File: src/rtl/line_pixel_rasterizer_defines.svh
// ----------------------------------------------------------------------------
// line_pixel_rasterizer_defines
// Assertion macros used by the line rasterizer RTL.
// ----------------------------------------------------------------------------
`ifndef LINE_PIXEL_RASTERIZER_DEFINES_SVH
`define LINE_PIXEL_RASTERIZER_DEFINES_SVH

// Same-cycle implication, checked on every rising edge outside reset
`define LPR_ASSERT_NOW(label, ante, cons, msg) \
    label: assert property (@(posedge clk) disable iff (!rst_n) (ante) |-> (cons)) \
        else $error(msg);

// Next-cycle implication, checked on every rising edge outside reset
`define LPR_ASSERT_NEXT(label, ante, cons, msg) \
    label: assert property (@(posedge clk) disable iff (!rst_n) (ante) |=> (cons)) \
        else $error(msg);

`endif

File: src/rtl/lpr_pkg.sv
// ----------------------------------------------------------------------------
// lpr_pkg
// Types, constants and pixel formatting helpers for the line rasterizer.
// ----------------------------------------------------------------------------
package lpr_pkg;

    localparam int unsigned LprWidth    = 32;
    localparam int unsigned LprHeight   = 16;
    localparam int unsigned RowsPerWord = 4;
    localparam int unsigned WordsPerCol = LprHeight / RowsPerWord;

    localparam logic [3:0] MaskTop = 4'b1000;

    typedef logic [4:0] coord_x_t;
    typedef logic [3:0] coord_y_t;
    typedef logic [6:0] err_t;
    typedef logic [4:0] delta_t;
    typedef logic [5:0] count_t;
    typedef logic [6:0] word_t;
    typedef logic [3:0] mask_t;

    typedef struct packed {
        logic x_major;
        logic x_dec;
        logic y_dec;
    } step_flags_t;

    typedef struct packed {
        coord_x_t x;
        coord_y_t y;
        err_t     err;
    } walk_t;

    function automatic coord_x_t clamp_x(input coord_x_t v);
        if (int'(v) > int'(LprWidth) - 1)
            return coord_x_t'(LprWidth - 1);
        return v;
    endfunction

    function automatic coord_y_t clamp_y(input coord_y_t v);
        if (int'(v) > int'(LprHeight) - 1)
            return coord_y_t'(LprHeight - 1);
        return v;
    endfunction

    function automatic word_t word_index_of(input coord_x_t px, input coord_y_t py);
        return word_t'(int'(px) * int'(WordsPerCol) + int'(py[3:2]));
    endfunction

    function automatic mask_t row_mask_of(input coord_y_t py);
        return MaskTop >> py[1:0];
    endfunction

endpackage

File: src/rtl/line_pixel_rasterizer.sv
// An accepted line item loads the walk registers and moves the sequencer to
// ST_RUN, which then registers each pixel into the output register. Throughput:
// one pixel per cycle while out_stall is low; the step unit runs once per pixel
// and the next line is taken once the last pixel has left the stepper.
// Reset: rst_n asynchronous, active low; clears the sequencer and output valid.
// ----------------------------------------------------------------------------
// line_pixel_rasterizer
// Bresenham line stepper emitting one pixel item per cycle, unless the receiver stalls, with address data.
// ----------------------------------------------------------------------------
`include "line_pixel_rasterizer_defines.svh"

module line_pixel_rasterizer (
    input  logic               clk,
    input  logic               rst_n,
    input  logic               in_valid,
    output logic               in_stall,
    input  lpr_pkg::coord_x_t  start_x,
    input  lpr_pkg::coord_y_t  start_y,
    input  lpr_pkg::coord_x_t  end_x,
    input  lpr_pkg::coord_y_t  end_y,
    output logic               out_valid,
    input  logic               out_stall,
    output lpr_pkg::coord_x_t  pix_x,
    output lpr_pkg::coord_y_t  pix_y,
    output lpr_pkg::word_t     word_index,
    output lpr_pkg::mask_t     row_mask,
    output logic               last_pixel
);
    import lpr_pkg::*;

    typedef enum logic {
        ST_IDLE,
        ST_RUN
    } state_t;

    state_t      state_reg,     state_next;
    walk_t       walk_reg,      walk_next;
    step_flags_t flags_reg,     flags_next;
    delta_t      major_reg,     major_next;
    delta_t      minor_reg,     minor_next;
    count_t      left_reg,      left_next;
    logic        out_valid_reg, out_valid_next;
    coord_x_t    pix_x_reg,     pix_x_next;
    coord_y_t    pix_y_reg,     pix_y_next;
    word_t       word_reg,      word_next;
    mask_t       mask_reg,      mask_next;
    logic        last_reg,      last_next;

    coord_x_t x0, x1;
    coord_y_t y0, y1;
    delta_t   dx, dy;
    logic     x_major;
    logic     in_accept;
    logic     pix_load;
    walk_t    walk_step;

    lpr_step_unit u_step (
        .cur   (walk_reg),
        .flags (flags_reg),
        .major (major_reg),
        .minor (minor_reg),
        .nxt   (walk_step)
    );

    assign in_stall  = (state_reg != ST_IDLE);
    assign in_accept = in_valid && !in_stall;
    // advance when the output register is free or being drained
    assign pix_load  = (state_reg == ST_RUN) && (!out_valid_reg || !out_stall);

    always_comb
    begin
        x0 = clamp_x(start_x);
        y0 = clamp_y(start_y);
        x1 = clamp_x(end_x);
        y1 = clamp_y(end_y);
        dx = (x1 >= x0) ? (x1 - x0) : (x0 - x1);
        dy = (y1 >= y0) ? delta_t'(y1 - y0) : delta_t'(y0 - y1);
        x_major = (dx >= dy);
    end

    always_comb
    begin
        state_next     = state_reg;
        walk_next      = walk_reg;
        flags_next     = flags_reg;
        major_next     = major_reg;
        minor_next     = minor_reg;
        left_next      = left_reg;
        out_valid_next = out_valid_reg;
        pix_x_next     = pix_x_reg;
        pix_y_next     = pix_y_reg;
        word_next      = word_reg;
        mask_next      = mask_reg;
        last_next      = last_reg;

        if (out_valid_reg && !out_stall)
            out_valid_next = 1'b0;

        case (state_reg)
            ST_IDLE:
            begin
                if (in_accept)
                begin
                    flags_next.x_major = x_major;
                    flags_next.x_dec   = (x1 < x0);
                    flags_next.y_dec   = (y1 < y0);
                    major_next         = x_major ? dx : dy;
                    minor_next         = x_major ? dy : dx;
                    walk_next.x        = x0;
                    walk_next.y        = y0;
                    walk_next.err      = {2'b00, major_next >> 1};
                    left_next          = {1'b0, major_next} + 6'd1;
                    state_next         = ST_RUN;
                end
            end
            ST_RUN:
            begin
                if (pix_load)
                begin
                    out_valid_next = 1'b1;
                    pix_x_next     = walk_reg.x;
                    pix_y_next     = walk_reg.y;
                    word_next      = word_index_of(walk_reg.x, walk_reg.y);
                    mask_next      = row_mask_of(walk_reg.y);
                    last_next      = (left_reg == 6'd1);
                    walk_next      = walk_step;
                    left_next      = left_reg - 6'd1;
                    if (left_reg == 6'd1)
                        state_next = ST_IDLE;
                end
            end
            default:
            begin
                state_next = ST_IDLE;
            end
        endcase
    end

    always_ff @(posedge clk or negedge rst_n)
    begin
        if (!rst_n)
        begin
            state_reg     <= ST_IDLE;
            walk_reg      <= '0;
            flags_reg     <= '0;
            major_reg     <= '0;
            minor_reg     <= '0;
            left_reg      <= '0;
            out_valid_reg <= 1'b0;
            pix_x_reg     <= '0;
            pix_y_reg     <= '0;
            word_reg      <= '0;
            mask_reg      <= '0;
            last_reg      <= 1'b0;
        end
        else
        begin
            state_reg     <= state_next;
            walk_reg      <= walk_next;
            flags_reg     <= flags_next;
            major_reg     <= major_next;
            minor_reg     <= minor_next;
            left_reg      <= left_next;
            out_valid_reg <= out_valid_next;
            pix_x_reg     <= pix_x_next;
            pix_y_reg     <= pix_y_next;
            word_reg      <= word_next;
            mask_reg      <= mask_next;
            last_reg      <= last_next;
        end
    end

    assign out_valid  = out_valid_reg;
    assign pix_x      = pix_x_reg;
    assign pix_y      = pix_y_reg;
    assign word_index = word_reg;
    assign row_mask   = mask_reg;
    assign last_pixel = last_reg;

    `LPR_ASSERT_NOW(a_run_has_pixels, state_reg == ST_RUN, left_reg != 6'd0, "stepper running with no pixels left")
    `LPR_ASSERT_NEXT(a_last_ends_line, pix_load && left_reg == 6'd1, state_reg == ST_IDLE && last_pixel, "last pixel did not end the line")
    `LPR_ASSERT_NOW(a_mask_onehot, out_valid, $onehot(row_mask), "row mask not one-hot")
    `LPR_ASSERT_NOW(a_word_matches_y, out_valid, word_index[1:0] == pix_y[3:2], "word index disagrees with row")

endmodule

File: src/rtl/lpr_step_unit.sv
// ----------------------------------------------------------------------------
// lpr_step_unit
// Shared Bresenham step: error add, compare and subtract, coordinate advance.
// ----------------------------------------------------------------------------
module lpr_step_unit (
    input  lpr_pkg::walk_t       cur,
    input  lpr_pkg::step_flags_t flags,
    input  lpr_pkg::delta_t      major,
    input  lpr_pkg::delta_t      minor,
    output lpr_pkg::walk_t       nxt
);
    import lpr_pkg::*;

    err_t sum;
    logic minor_step;

    always_comb
    begin
        sum        = cur.err + {2'b00, minor};
        minor_step = (sum >= {2'b00, major});
        nxt.err    = minor_step ? (sum - {2'b00, major}) : sum;

        nxt.x = cur.x;
        if (flags.x_major || minor_step)
            nxt.x = flags.x_dec ? (cur.x - 5'd1) : (cur.x + 5'd1);

        nxt.y = cur.y;
        if (!flags.x_major || minor_step)
            nxt.y = flags.y_dec ? (cur.y - 4'd1) : (cur.y + 4'd1);
    end

endmodule

File: config.mk
export PLATFORM = sky130hd
export DESIGN_NAME = line_pixel_rasterizer
export DESIGN_NICKNAME = d
export VERILOG_FILES = /design/src/rtl/lpr_pkg.sv /design/src/rtl/line_pixel_rasterizer.sv /design/src/rtl/lpr_step_unit.sv
export VERILOG_INCLUDE_DIRS = /design/src /design/src/rtl
export SDC_FILE = /design/constraint.sdc
export NUM_CORES = 1
export LEC_CHECK = 0
export BUFFER_PORTS_ARGS = -buffer_cell sky130_fd_sc_hd__buf_4
export CORE_MARGIN = 8
export CORE_UTILIZATION = 55
export CTS_CLUSTER_DIAMETER = 30
export CTS_CLUSTER_SIZE = 10
export DETAILED_ROUTE_END_ITERATION = 16
export GPL_ROUTABILITY_DRIVEN = 0
export HOLD_SLACK_MARGIN = 0.02
export PLACE_DENSITY = 0.76
export SLEW_MARGIN = 0
export SYNTH_ARGS = -nofsm -noshare
export SYNTH_HDL_FRONTEND = slang
export SYNTH_SLANG_ARGS = --single-unit
File: constraint.sdc
create_clock -name clk -period 6.3 [get_ports clk]
set_clock_uncertainty 0.05 [all_clocks]
set_input_delay 0.315 -clock clk [delete_from_list [all_inputs] [get_ports clk]]
set_output_delay 0.315 -clock clk [all_outputs]
set_load 0.01 [all_outputs]
== Yosys cells after proc, flatten, opt, wreduce, memory -nomap -nowiden ==
Cells that the tools add are included.

* Memories: 0
* Output and inout port bits: 23
* Bits in registers: 58
* Memory bits (read-only): 0
* Bits in latches: 0
* Input bits: 22
* Logic and storage cells: 79
* RAM bits: 0

* $mul: 0
* Mux-type cells: 22
* Equality and inequality tests: 5
* Divide/modulo/power cells: 0
* Shift operators: 1
* Reductions and logical operators: 15
* Bitwise operators: 1
* Add/sub/neg operators: 13
* $lt $le $gt $ge: 6

{| class="wikitable"
|+ Operators with widths
! cell !! count
|-
| two-way mux 16 bit || 2
|-
| one-hot mux 16 bit (2 select lines) || 1
|-
| two-way mux 5 bit || 6
|-
| two-way mux 6 bit || 2
|-
| one-hot mux 6 bit (2 select lines) || 1
|-
| greater-or-equal comparator 5 bit || 2
|-
| subtractor 4 x 4 -> 5 bit || 2
|-
| subtractor 5 bit || 2
|-
| two-way mux 4 bit || 2
|-
| adder 7 x 2 -> 7 bit || 1
|-
| adder 7 x 5 -> 7 bit || 1
|-
| greater-or-equal comparator 7 x 5 -> 1 bit || 1
|-
| two-way mux 7 bit || 1
|-
| subtractor 7 x 5 -> 7 bit || 1
|-
| adder 5 x 1 -> 6 bit, second input constant || 1
|-
| equality test 6 x 1 -> 1 bit, second input constant || 1
|-
| two-way mux 1 bit || 6
|-
| inequality test 2 x 1 -> 1 bit, second input constant || 3
|-
| AND reduction 2 bit || 3
|-
| AND reduction 3 bit || 2
|-
| subtractor 6 x 1 -> 6 bit, second input constant || 1
|-
| adder 5 x 1 -> 5 bit, second input constant || 1
|-
| less-than comparator 5 bit || 1
|-
| subtractor 5 x 1 -> 5 bit, second input constant || 1
|-
| 11 further kinds || 18
|}

== Longest topological paths before layout ==
Gate-level depths: netlist (run 1).

* Word-level depth: 7
* Gate-level depth with buffers: 21
* Gate-level depth less buffers: 20

== Hierarchy ==
A second synthesis (run 1) with hierarchy kept.

* Cell total of the unflattened synthesis: 517
* Area, all modules: 4411.7 um2

{| class="wikitable"
|+ Modules (own cells, without submodules)
! module !! cells an instance !! area each (um2) !! seq. area each (um2) !! instances
|-
| line_pixel_rasterizer || 400 || 3447.1 || 1276.2 || 1
|-
| lpr_step_unit || 117 || 964.7 || 0.0 || 1
|}

== Least setup slack after synthesis (run 1) ==
No wires, ideal clock.

* Path type: input to register
* Start point: in start_x[3]
* End point: reg left_reg[2]
* Library setup time: 0.119 ns
* Stages on the path: 21
* Required time: 6.131 ns
* Path buffers: 3
* Data arrival time: 3.809 ns
* Setup slack: 2.323 ns
* Path through: inv_1 ha_1 buf_2 a21o_1 a21oi_2 mux2_2 a311o_1 inv_1 ha_1 a21oi_1 o21ai_0 nand3_1 nand2_1 clkbuf_1 clkbuf_1 a21oi_1 ha_1 inv_1 xnor2_1 o22ai_1 o21a_1

* Word-level cells in the longest chain between the ends: 7
* Elaborated cells between the ends (all ways): 9
* Classes of those cells: add/sub (3); order compare (2); mux (4)

{| class="wikitable"
|+ Ends and longest elaborated chain
! item !! line !! RTL
|-
| start: declaration || line_pixel_rasterizer.sv:17 || <nowiki>input lpr_pkg::coord_x_t start_x,</nowiki>
|-
| subtractor 5 bit / greater-or-equal comparator 5 bit (equally long branches) || line_pixel_rasterizer.sv:76 || <nowiki>dx = (x1 >= x0) ? (x1 - x0) : (x0 - x1);</nowiki>
|-
| two-way mux 5 bit (*) || line_pixel_rasterizer.sv:76 ||
|-
| greater-or-equal comparator 5 bit || line_pixel_rasterizer.sv:78 || <nowiki>x_major = (dx >= dy);</nowiki>
|-
| two-way mux 5 bit (*) || line_pixel_rasterizer.sv:107 || <nowiki>major_next = x_major ? dx : dy;</nowiki>
|-
| adder 5 x 1 -> 6 bit (*) || line_pixel_rasterizer.sv:112 || <nowiki>left_next = {1'b0, major_next} + 6'd1;</nowiki>
|-
| two-way mux 6 bit (*) || line_pixel_rasterizer.sv:102 || <nowiki>if (in_accept)</nowiki>
|-
| one-hot mux 6 bit (2 select lines) (*) || line_pixel_rasterizer.sv:99 || <nowiki>case (state_reg)</nowiki>
|-
| end signal: assignment || line_pixel_rasterizer.sv:163 || <nowiki>left_reg <= left_next;</nowiki>
|-
| end: declaration || line_pixel_rasterizer.sv:41 || <nowiki>count_t left_reg, left_next;</nowiki>
|}

Mark *: on every way between the ends. The rest lies on a longest branch, timed or not. The select of a mux whose other input is x is not followed.
A chain may end at the register's enable or synchronous reset.

== Final worst setup path (run 1) ==
Same ends and word-level chain as after synthesis.

==> out/results.txt, run 1 <==
For this run, the detailed router's first-pass iteration total came to 6. Setup violations remaining at the end of the flow were counted as 0. The post-synthesis sequential area ratio is 0.313, and the shortest clock period the worst path allows after layout is 4240 ps. Using the TritonRoute via totals, the vias-per-cell ratio works out to 5.66. Setup repair after global routing left no endpoint under its margin.

Power comes to 2570 uW. For the total die area, the log shows 10400 um2. When the netlist entered floorplanning its net count stood at 551. The largest net degree at the start of global routing is 52.

The routed wire length is 9190 um, and the number of nets with antenna violations after routing is 0. The sequential cells in the finished layout cover a total of 1280 um2. After technology mapping, the gate count stands at 481. The endpoint kind of the worst setup timing path was a flip-flop.

Counting along the longest clock path gives a buffer depth of 2. The synthesis-to-finish area growth was 11.4%. Traced cell by cell, the critical path runs through buf_4 -> inv_1 -> ha_1 -> a21o_1 -> a21oi_2 -> mux2_2 -> a311o_1 -> inv_1 -> ha_1 -> a21oi_1 -> o21ai_0 -> nand3_1 -> nand2_1 -> a21oi_1 -> ha_1 -> inv_1 -> xnor2_1 -> o22ai_1 -> o21a_1.

The detailed placement HPWL came out at 7000 um. Number of rows in the core area: 31. The leftover overflow at the end of global routing was 0. For the hold violation total from the final report, the log shows 0. The min-delay analysis places its worst path in the category input port to flip-flop. For the aggregate global-route resource usage, the log shows 0.184. The run gives 0 as the number of antenna violations at the first check in global routing. The standard cell with the maximum stage delay on the critical path is a21oi_1. The cell count of the worst reg-to-reg path came out at 14. For this run, the post-layout net count is 580. The count of final max-slew check failures was 0; the layout cell share with drive strength beyond 1 was 0.129. Clock tree synthesis found a total of 51 sinks.

The run finished with clean final reports. Summed over all failing endpoints, the final setup total negative slack is 0 ps. Counting distinct cell types in the post-synthesis netlist gives 61. The via count of the first global-routing pass is 3324, and the highest net fanout along the worst path is 21.

In the routed design, unresolved DRC markers number 0. The number of gates resized after CTS was 0. For this design the ratio of total power to cell area is 566 nW/um2. At the worst endpoint, the required time is 6460 ps. The number of flip-flops in the largest register is 16, and the netlist area before placement is 4070 um2. The cell count of the worst hold path is 3.

The most used flip-flop cell after synthesis is dfrtp_1. The logs give 310 ps for the source-to-sink clock delay at the later pin of the worst-skew pair and 45 for the number of placed I/O pins. In this run the standard cell core region covers 7210 um2. At the pin with the least slew margin, the transition time is 1020 ps. The max-cap violation count is 0. The logs give 2060 ps for the smallest setup slack after layout and 3452 for the via count. Most common cell after layout, fill and taps aside: nand2_1. The count of flip-flops with a built-in enable after synthesis is 0, and the worst slack at placement is 1870 ps. The tightest slew margin relative to the limit is 0.321, and the number of buffers inserted by port buffering is 44.

Final worst-path cycle share: 0.673. In the final layout, the multi-input gates occupy 2470 um2. The run gives 214 ps as the final hold slack.

For this design the static power due to leakage is 0.00227 uW. The initial cell density of the core is 0.565, and the die extent in x is 102 um. The first global-routing pass estimated 15400 um of wire. The average footprint of a synthesized cell was 8.47 um2. Peak supply drop: 0.255 mV.

The run gives 4540 um2 as the post-layout instance area. The Yosys step of the flow raised 0 warnings. The kind of critical path is input port to flip-flop. The placement-stage cell area is 4410 um2, and the number of CTS-inserted buffers is 5. Routed length per placed instance: 15.1 um. The root buffer cell chosen for the clock tree is clkbuf_8.

The number of inserted diodes is 0. Data arrival time of the critical path: 4400 ps. The library cells used most frequently in the layout, excluding fill and tap cells, are nand2_1, inv_1, dfrtp_1. The overall die height came out at 102 um.

The detailed router's first-iteration violation count is 179, and the H-tree depth is 2. In this design, the stage delay of the slowest critical-path cell is 410 ps. After synthesis the netlist holds a flip-flop and latch count of 51. Clock-pin slew was measured on the worst setup and hold paths at 100 ps. The kind of launch point of the worst setup path was an input port. TritonCTS built the clock tree.

After filler insertion, the fill cell instance count of the layout stands at 658. The upper clock frequency limit was 236 MHz; the fraction of registers with async set or reset after synthesis was 1.00.
==> cell families after synthesis <==
kind of cell             Yosys count  synth area share
multiplexers                      19            0.0482
flip-flops                        51             0.313
adder cells (fa/ha/maj)           48             0.162
XOR/XNOR                          13            0.0280
AND/OR/NAND/NOR                  141             0.159
buffers and inverters             76            0.0793
AO/OA/AOI/OAI                    133             0.210
==> per-layer routing <==
metal	vias up	wire length, um	track usage
li1	1717	-	-
met1	1649	4400	0.241
met2	78	4350	0.309
met3	8	355	0.0252
met4	0	94	0.0451
met5	-	0	0
==> area by class of cell <==
type | instances | share of cell area
Sequential cell | 51 | 0.281
Tap cell | 99 | 0.0273
Clock buffer | 5 | 0.0152
Clock inverter | 3 | 0.0102
Timing Repair Buffer | 47 | 0.0783
Multi-Input combinational cell | 354 | 0.545
Inverter | 51 | 0.0422
==> Yosys cell counts (4+ instances only) <==
library cell / instances / area, um2
a21o_1: 10 / 75.1
a21oi_1: 34 / 170
buf_4: 7 / 52.6
clkbuf_1: 14 / 52.6
dfrtp_1: 51 / 1280
fa_1: 8 / 160
ha_1: 40 / 500
inv_1: 51 / 191
mux2_2: 5 / 56.3
mux2i_1: 14 / 140
nand2_1: 67 / 251
nand2b_1: 7 / 43.8
nand3_1: 9 / 45.0
nor2_1: 30 / 113
nor2b_1: 6 / 37.5
o211ai_1: 6 / 45.0
o21a_1: 4 / 30.0
o21ai_0: 37 / 185
o31ai_1: 10 / 75.1
xnor2_1: 11 / 96.3
==> through the flow <==
step / cells / util
final: 610 / 0.629
after detailed placement: 601 / 0.611
after global placement: 601 / 0.611
after CTS: 610 / 0.629
after floorplan: 481 / -
after global routing: 610 / 0.629
==> power by group <==
group	internal (uW)	switching (uW)
clock	120	114
combinational	772	942
sequential	486	133
total	1380	1190
==> what timing repair did <==
action	CTS	global route
buffers inserted	0	0
hold buffers	1	0
hold endpoints to repair	51	0
setup endpoints to repair	0	0
==> final timing paths <==
check / start / end / slack (ps)
worst min-delay path: out_stall / out_valid / 210
min in group asynchronous: rst_n / left_reg[0] / 510
worst max register to register: minor_reg[0] / walk_reg[15] / 2440
max in group asynchronous: rst_n / major_reg[3] / 5260
worst max-delay path: start_x[3] / left_reg[2] / 2060
worst min register to register: pix_y[0] / pix_y[0] / 440
==> worst max-delay path, delay by kind of cell <==
kind,cells,cell delay (ps)
AO/OA/AOI/OAI,8,1870
adder cells (fa/ha/maj),3,850
AND/OR/NAND/NOR,2,470
multiplexers,1,380
buffers and inverters,4,280
XOR/XNOR,1,220
No activity file was read; power rests on OpenSTA's default activity.
==> inputs of run 2 (changes only) <==
Settings changed: ABC_AREA set to 1, PLACE_DENSITY 0.76 to 0.75.
Clock period 6.3 ns to 4.3 ns, I/O delays scaled along.
==> run 2 against run 1 <==
  * Flip-flop and latch count unchanged
  * Final cell count up 16%
  * Hold slack worse by 120 ps
  * Cell area up 3.9%
  * Largest power group unchanged
  * Highest routed layer unchanged
  * Die area up 4.3%
  * Clock power up 25%
==> out/results.txt, run 2 <==
The flow ran to the end, and the final reports show no timing, DRC or antenna violations. The average footprint of a synthesized cell was 7.49 um2 (-11%); the routed wire length was 9990 um (+8.6%). The run gives 900 ps (-1540 ps) as the internal reg-to-reg setup slack. The count of final max-slew check failures is 0 (unchanged), and the number of buffers on the longest clock path is 2 (unchanged). The tools report the routed length on met3 as 378 um (+6.5%).

The number of clock sinks came out at 51 (unchanged). The kind of critical path is flip-flop to flip-flop. The final hold slack was 94.9 ps (-119 ps).

Wire length of the first global-routing pass: 17300 um (+12%). After detailed routing, no signal wire sits above met4. The tools report the number of rows in the core area as 32 (+3.2%). The largest stage delay on the critical path is 410 ps (about the same), and the total nets after synthesis is 641 (+16%). The number of placed I/O pins was 45 (unchanged); the die extent in x was 104 um (+2.1%).

For the source-to-sink clock delay at the later pin of the worst-skew pair, the log shows 310 ps (about the same). The library cell used most frequently in the layout, excluding fill and tap cells, is nand2_1. For the peak supply drop, the log shows 0.383 mV (+50%).

The power density over cell area was 872 nW/um2 (+54%); the max-cap violation count was 0 (unchanged). The register bit count reported by yosys works out to 51 (unchanged). TritonCTS built the clock tree. The final worst-path cycle share works out to 0.791.

In the post-synthesis netlist, the biggest area contributors are dfrtp_1, nand2_1, ha_1, inv_1, o21ai_0. For the netlist area before placement, the log shows 4280 um2 (+5.1%). The cell type with the largest total area after synthesis was dfrtp_1.

The detail-routed via count per cell is 5.24 (-7.4%), and the detailed router's first-iteration violation count is 207 (+16%). The fraction of registers with async set or reset after synthesis came out at 1.00 (unchanged). The class of the most critical hold timing path was input port to flip-flop.

The tools report the instance count of the mapped netlist as 571 (+19%). Worst path required time: 4440 ps (-2020 ps). The highest net fanout along the worst path came out at 11 (-48%). The number of flip-flops in the largest register was 16 (unchanged); the leftover overflow at the end of global routing was 0 (unchanged). For the H-tree depth, the log shows 2 (unchanged). The cell count of the worst reg-to-reg path is 17 (+3), and the detailed placement HPWL is 7980 um (+14%).

The standard cell core area is 7650 um2 (+6.0%), and the number of distinct library cells after synthesis is 39 (-36%). The overall die height works out to 104 um (+2.1%). The count of flip-flops with a built-in enable after synthesis works out to 0 (unchanged). The number of buffers inserted by port buffering came out at 44 (unchanged). The signal on the critical path passes through ha_1 -> inv_1 -> fa_1 -> xnor2_1 -> ha_1 -> a21oi_1 -> nand2_1 -> nand2_1 -> nand2_1 -> nand2_1 -> nand2_1 -> nor2_1 -> nand3_2 -> nand2_2 -> o211ai_4 -> nand2_1 -> o21ai_2. nand2_1 is the most common cell in the netlist. The number of CTS-inserted buffers is 5 (unchanged), and the cell count of the worst hold path is 3 (unchanged).

The library cells used most frequently in the layout, excluding fill and tap cells, are nand2_1, inv_1, dfrtp_1. Largest net degree at the start of global routing: 52 (unchanged). Via count of the first global-routing pass: 3731 (+12%).

The logs give 3540 ps (-860 ps) for the data arrival time of the critical path and 0 (unchanged) for the number of DRC violations after detailed routing. In the synthesized netlist, the cells that appear most often are nand2_1, inv_1, dfrtp_1. The area growth from synthesis to layout is 10.1%. The routed length per placed instance is 14.1 um (-6.1%), and the iteration count of the initial detailed-routing pass is 4 (-2). The run gives 10900 um2 (+4.3%) as the total die area.

The aggregate global-route resource usage is 0.188 (+0.00465). For the wire length on met2, the log shows 4690 um (+7.9%). Final net count: 673 (+16%). The number of inserted diodes is 0 (unchanged), and the layout cell share with drive strength beyond 1 is 0.151 (+0.0215).

The tools report the tightest slew margin relative to the limit as 0.475 (+0.154). The initial cell density of the core was 0.560 (-0.00496). STA classifies the critical path startpoint as a flip-flop. Endpoint kind of the worst setup timing path: a flip-flop.

The tools report the total of warnings raised by yosys as 0 (unchanged). The tools report the number of endpoints failing setup at the final stage as 0 (unchanged). For this run, the top clock speed supported by timing is 294 MHz. The clock transition at the registers of the reported paths was 100 ps (about the same).

For the final standard cell count with taps included and fillers excluded, the log shows 706 (+16%). The slowest stage of the critical path belongs to the cell fa_1. The most used flip-flop cell after synthesis is dfrtp_1.

The run gives 0.00255 uW (+13%) as the leakage power figure. The top cell type's share of synthesized area came out at 0.298 (-0.0151). The tools report the number of nets with antenna violations after routing as 0 (unchanged). Setup TNS: 0 ps (unchanged). The number of antenna violations at the first check in global routing is 0 (unchanged), and the actual slew at the worst max-slew pin is 787 ps (-231 ps).

The logs give 3701 (+7.2%) for the via count and 697 (+16%) for the count of placed standard cells including taps. The clock tree root driver cell is clkbuf_8. The post-synthesis sequential area ratio came out at 0.298 (-0.0151).

Setup repair after global routing left no endpoint under its margin. The hold violation total from the final report is 0 (unchanged). The most frequent cell on the critical path is nand2_1. The number of gates given a new drive strength after cts was 0 (unchanged); the shortest clock period the worst path allows after layout was 3400 ps. The tools report the detailed-routing wirelength on met1 as 4720 um (+7.5%).
-- run 2: changes by cell type after synthesis, sizes merged, moves of 9 or more --
cell | before | now
nand2 | 67 | 159
inv | 51 | 101
nand3 | 9 | 40
mux2i | 14 | 0
o21ai | 40 | 50
o31ai | 10 | 0
a21o | 10 | 1
a21oi | 35 | 26
-- run 2: critical path, delay by kind of cell (launching register included) --
kind	cells	cell delay, ps
AO/OA/AOI/OAI	3	420
XOR/XNOR	1	310
adder cells (fa/ha/maj)	3	940
buffers and inverters	1	60
flip-flops	1	370
AND/OR/NAND/NOR	9	1140
-- run 2: final timing paths --
check / from / endpoint
worst max-delay path: minor_reg[0] / walk_reg[12]
worst min-delay path: out_stall / out_valid
worst max register to register: minor_reg[0] / walk_reg[12]
worst min register to register: last_pixel / last_pixel
max in group asynchronous: rst_n / flags_reg[2]
min in group asynchronous: rst_n / pix_y[1]
-- run 2: layout make-up --
class | instances | area, um2
fill | 704 | 2930
multi-input combinational | 399 | 2500
sequential | 51 | 1280
inverter | 101 | 379
timing repair buffer | 45 | 340
tap | 102 | 128
clock buffer | 5 | 68.8
clock inverter | 3 | 25.0
-- run 2: cell families (layout without fill, tap and decap cells) --
group	count (synthesis)	in the layout	synth area share
AOI/OAI and AO/OA	96	96	0.145
xor gates and xnor gates	19	19	0.0406
adders and majority gates	48	48	0.154
buffers and inverters	121	154	0.118
DFF	51	51	0.298
and+or+nand+nor	236	236	0.243
-- run 2: what timing repair did --
item,4_1_cts,5_1_grt
hold buffers,1,0
hold endpoints to repair,51,0
setup buffers,0,0
-- run 2: where the power goes --
| part | switching (uW) | internal (uW) |
|---|---|---|
| sequential | 191 | 722 |
| clock | 176 | 117 |
| combinational | 1740 | 1170 |
| total | 2100 | 2010 |
-- run 2: through the flow --
step | total power, uW | area [um2] | utilization | worst slack, ps
5_1_grt | 4550 | 4710 | 0.616 | 590
4_1_cts | 4110 | 4710 | 0.616 | 931
3_3_place_gp | 3710 | 4610 | 0.603 | 858
6_report | 4110 | 4710 | 0.616 | 897
3_5_place_dp | 3800 | 4610 | 0.603 | 750
2_1_floorplan | 3180 | 4280 | - | 1300
-- run 2: routing by layer --
layer / up-vias / GRT usage
met5: - / 0
met4: 0 / 0.0600
met3: 14 / 0.0254
met2: 84 / 0.318
met1: 1726 / 0.243
li1: 1877 / -
==> inputs of run 3 (changes only) <==
Settings changed: ABC_AREA 1 to 0, CORE_UTILIZATION 55 to 54, PLACE_DENSITY 0.75 to 0.77.
Clock period 4.3 ns to 3.12 ns, I/O delays scaled along.
==> run 3 against run 2 <==
  * The run now ends with negative setup slack left
  * Global-route usage is 2.4 points higher
  * Count of clock-buffer cells in the layout stayed put
  * Wire length is 12% higher
  * Hold slack worse by 53 ps
  * Sequential power is 37% higher
  * Worst setup slack worse by 1100 ps
  * Flip-flop and latch count stayed put
  * First-iteration DRC count is 3.9% higher
  * Non-clock buffer count is 87 higher
  * Critical endpoint is now walk_reg[10]
  * Highest routed layer unchanged
==> out/results.txt, run 3 (synthesis results as in run 1) <==
The tightest slew margin relative to the limit is 0.567 (+0.0914), and the largest net degree at the start of global routing is 52 (unchanged). The tools report the leftover overflow at the end of global routing as 0 (unchanged). The worst setup path is captured at a flip-flop. The signal on the critical path passes through ha_2 -> inv_2 -> fa_2 -> nor2b_2 -> o21a_1 -> nor2_1 -> xnor2_1 -> ha_2 -> or4b_4 -> a2111o_1 -> buf_4 -> o21ai_4 -> nor4b_2 -> a211o_1. The run gives 10600 um2 (-2.6%) as the total die area.

The final net count was 665 (-1.2%). Counting stages on the worst path, the most repeated cell is ha_2. The tools report the smallest setup slack after layout as -221 ps (-1120 ps). By startpoint and endpoint, the worst setup path is classified as flip-flop to flip-flop. The largest stage delay on the critical path came out at 490 ps (+80 ps). Actual slew at the worst max-slew pin: 650 ps (-137 ps). The detailed placement HPWL is 8050 um (+0.94%). The area taken by multi-input logic gates is 2720 um2 (+8.9%), and the standard cell core area is 7290 um2 (-4.6%).

For the register area, the log shows 1280 um2 (unchanged). For the number of placed I/O pins, the log shows 45 (unchanged). The clock tree root driver cell is clkbuf_8. Internal reg-to-reg setup slack: -220 ps (-1120 ps).

The number of rows in the core area is 31 (-3.1%). Data arrival time of the critical path: 3500 ps (-40 ps). The final reports fail on negative setup slack.

The overall die height was 103 um (-1.3%); the number of buffers inserted by port buffering was 44 (unchanged). The leakage power figure was 0.00270 uW (+5.5%). Worst slack at placement: -365 ps (-1110 ps). The detailed router's first-iteration violation count is 215 (+3.9%).

Hold violation total from the final report: 0 (unchanged). The kind of launch point of the worst setup path is a flip-flop. Power density over cell area: 1140 nW/um2 (+31%).

From synthesis to final layout, the design area changed by 33.1%. The detail-routed via count per cell was 5.69 (+8.5%). Clock transition at the registers of the reported paths: 100 ps (about the same). The library cell used most frequently in the layout, excluding fill and tap cells, is buf_4. The number of flip-flops in the largest register is 16 (unchanged), and the via count is 3953 (+6.8%). The slowest stage of the critical path is the or4b_4 cell.

The number of CTS-inserted buffers was 5 (unchanged). In this design, the largest share of critical-path delay is due to compound AO/OA/AOI/OAI gates. The logs give 695 (-1.6%) for the final standard cell count with taps included and fillers excluded and 0 (unchanged) for the number of antenna violations at the first check in global routing. Number of endpoints failing setup at the final stage: 13 (+13). The run gives 5 (+1) as the iteration count of the initial detailed-routing pass. TritonCTS built the clock tree. The layout cell share with drive strength beyond 1 is 0.331 (+0.180). The run gives 2 (unchanged) as the number of buffers on the longest clock path. The buffer and inverter count on the worst path came out at 2 (+1). The tools report the source-to-sink clock delay at the later pin of the worst-skew pair as 320 ps (about the same). Wire length of the first global-routing pass: 17900 um (+3.3%). Setup repair after global routing could not meet its margin everywhere. The top cell types in the final layout, fill and taps aside, are buf_4, nand2_1, dfrtp_1. Final hold slack: 42.2 ps (-52.7 ps). The run finished, with violations left. Routed wire length: 11100 um (+12%).

The via count of the first global-routing pass came out at 3839 (+2.9%). The routed length per placed instance is 16.0 um (+13%), and the upper clock frequency limit is 299 MHz (+1.9%). The tools report the H-tree depth as 2 (unchanged). Die extent in x: 103 um (-1.3%). The run gives 540 (-23%) as the final-layout fill cell count. The tools report the peak supply drop as 0.479 mV (+25%). The count of placed standard cells including taps came out at 665 (-4.6%). For the worst path required time, the log shows 3280 ps (-1160 ps).

The count of final max-slew check failures is 0 (unchanged), and the max-cap violation count is 0 (unchanged). The number of DRC violations after detailed routing was 0 (unchanged). The number of nets with antenna violations after routing came out at 0 (unchanged). The initial cell density of the core is 0.559 (-0.00104), and the number of clock sinks is 51 (unchanged). The class of the most critical hold timing path was input port to flip-flop.

The number of inserted diodes was 0 (unchanged); the aggregate global-route resource usage was 0.212 (+0.0237). The final worst-path cycle share was 1.07 (+0.279); the highest net fanout along the worst path was 4 (-7). The shortest clock period the worst path allows after layout is 3340 ps (-61.9 ps).
## run 3: cell count changes in the layout (fill, tap and decap cells not counted), sizes merged, moves of 9 or more
cell / change
buf: +87
o21ai: -10
a21o: +9
a21oi: +9
mux2i: +14
nand3: -31
inv: -50
nand2: -92
o31ai: +10
## run 3: tightest hold or removal path, delay by kind of cell
kind / cells / cell delay [ps]
simple gates: 2 / 150
buf+inv: 1 / 80
## run 3: cell type report
cell class	instances	area share
clock buffer	5	0.0127
clock inverter	3	0.00369
inverter	51	0.0362
multi-input combinational	354	0.501
sequential	51	0.235
tap	99	0.0228
timing repair buffer	132	0.188
## run 3: layer usage
metal | part of all wire | global-route usage
met2 | 0.50 | 0.361
met5 | 0 | 0
met4 | 0.021 | 0.0612
met3 | 0.055 | 0.0311
met1 | 0.42 | 0.272
## run 3: power breakdown
| part | switching, uW | internal (uW) | total (uW) |
|---|---|---|---|
| logic | 2290 | 2280 | 4570 |
| registers | 268 | 982 | 1250 |
| clock network | 234 | 157 | 391 |
| total | 2790 | 3420 | 6210 |
## run 3: path summary, 6_finish.rpt
| check | startpoint | endpoint | depth (start not counted) |
|---|---|---|---|
| setup / recovery | walk_reg[0] | walk_reg[10] | 14 |
| hold / removal | out_stall | out_valid | 3 |
| setup reg to reg | walk_reg[0] | walk_reg[10] | 14 |
| hold reg to reg | row_mask[3] | row_mask[3] | 2 |
| max in group asynchronous | rst_n | minor_reg[3] | 2 |
| min in group asynchronous | rst_n | flags_reg[1] | 2 |
## run 3: stage by stage
stage / instance area [um2] / setup TNS, ps / util / power (uW)
2_1_floorplan: 4180 / -366 / - / 4040
3_3_place_gp: 4980 / -1750 / 0.682 / 5060
3_5_place_dp: 4980 / -3960 / 0.682 / 5240
4_1_cts: 5220 / -1970 / 0.716 / 5880
5_1_grt: 5420 / -3670 / 0.744 / 6730
6_report: 5420 / -1590 / 0.744 / 6210
## run 3: what timing repair did
action / in CTS / in global routing
setup endpoints to repair: 16 / 21
endpoints found under the hold margin: 51 / 0
resized for setup: 22 / 33
hold buffers: 1 / 0
setup buffers: 12 / 9
gates cloned: 0 / 0
pin swaps: 9 / 29
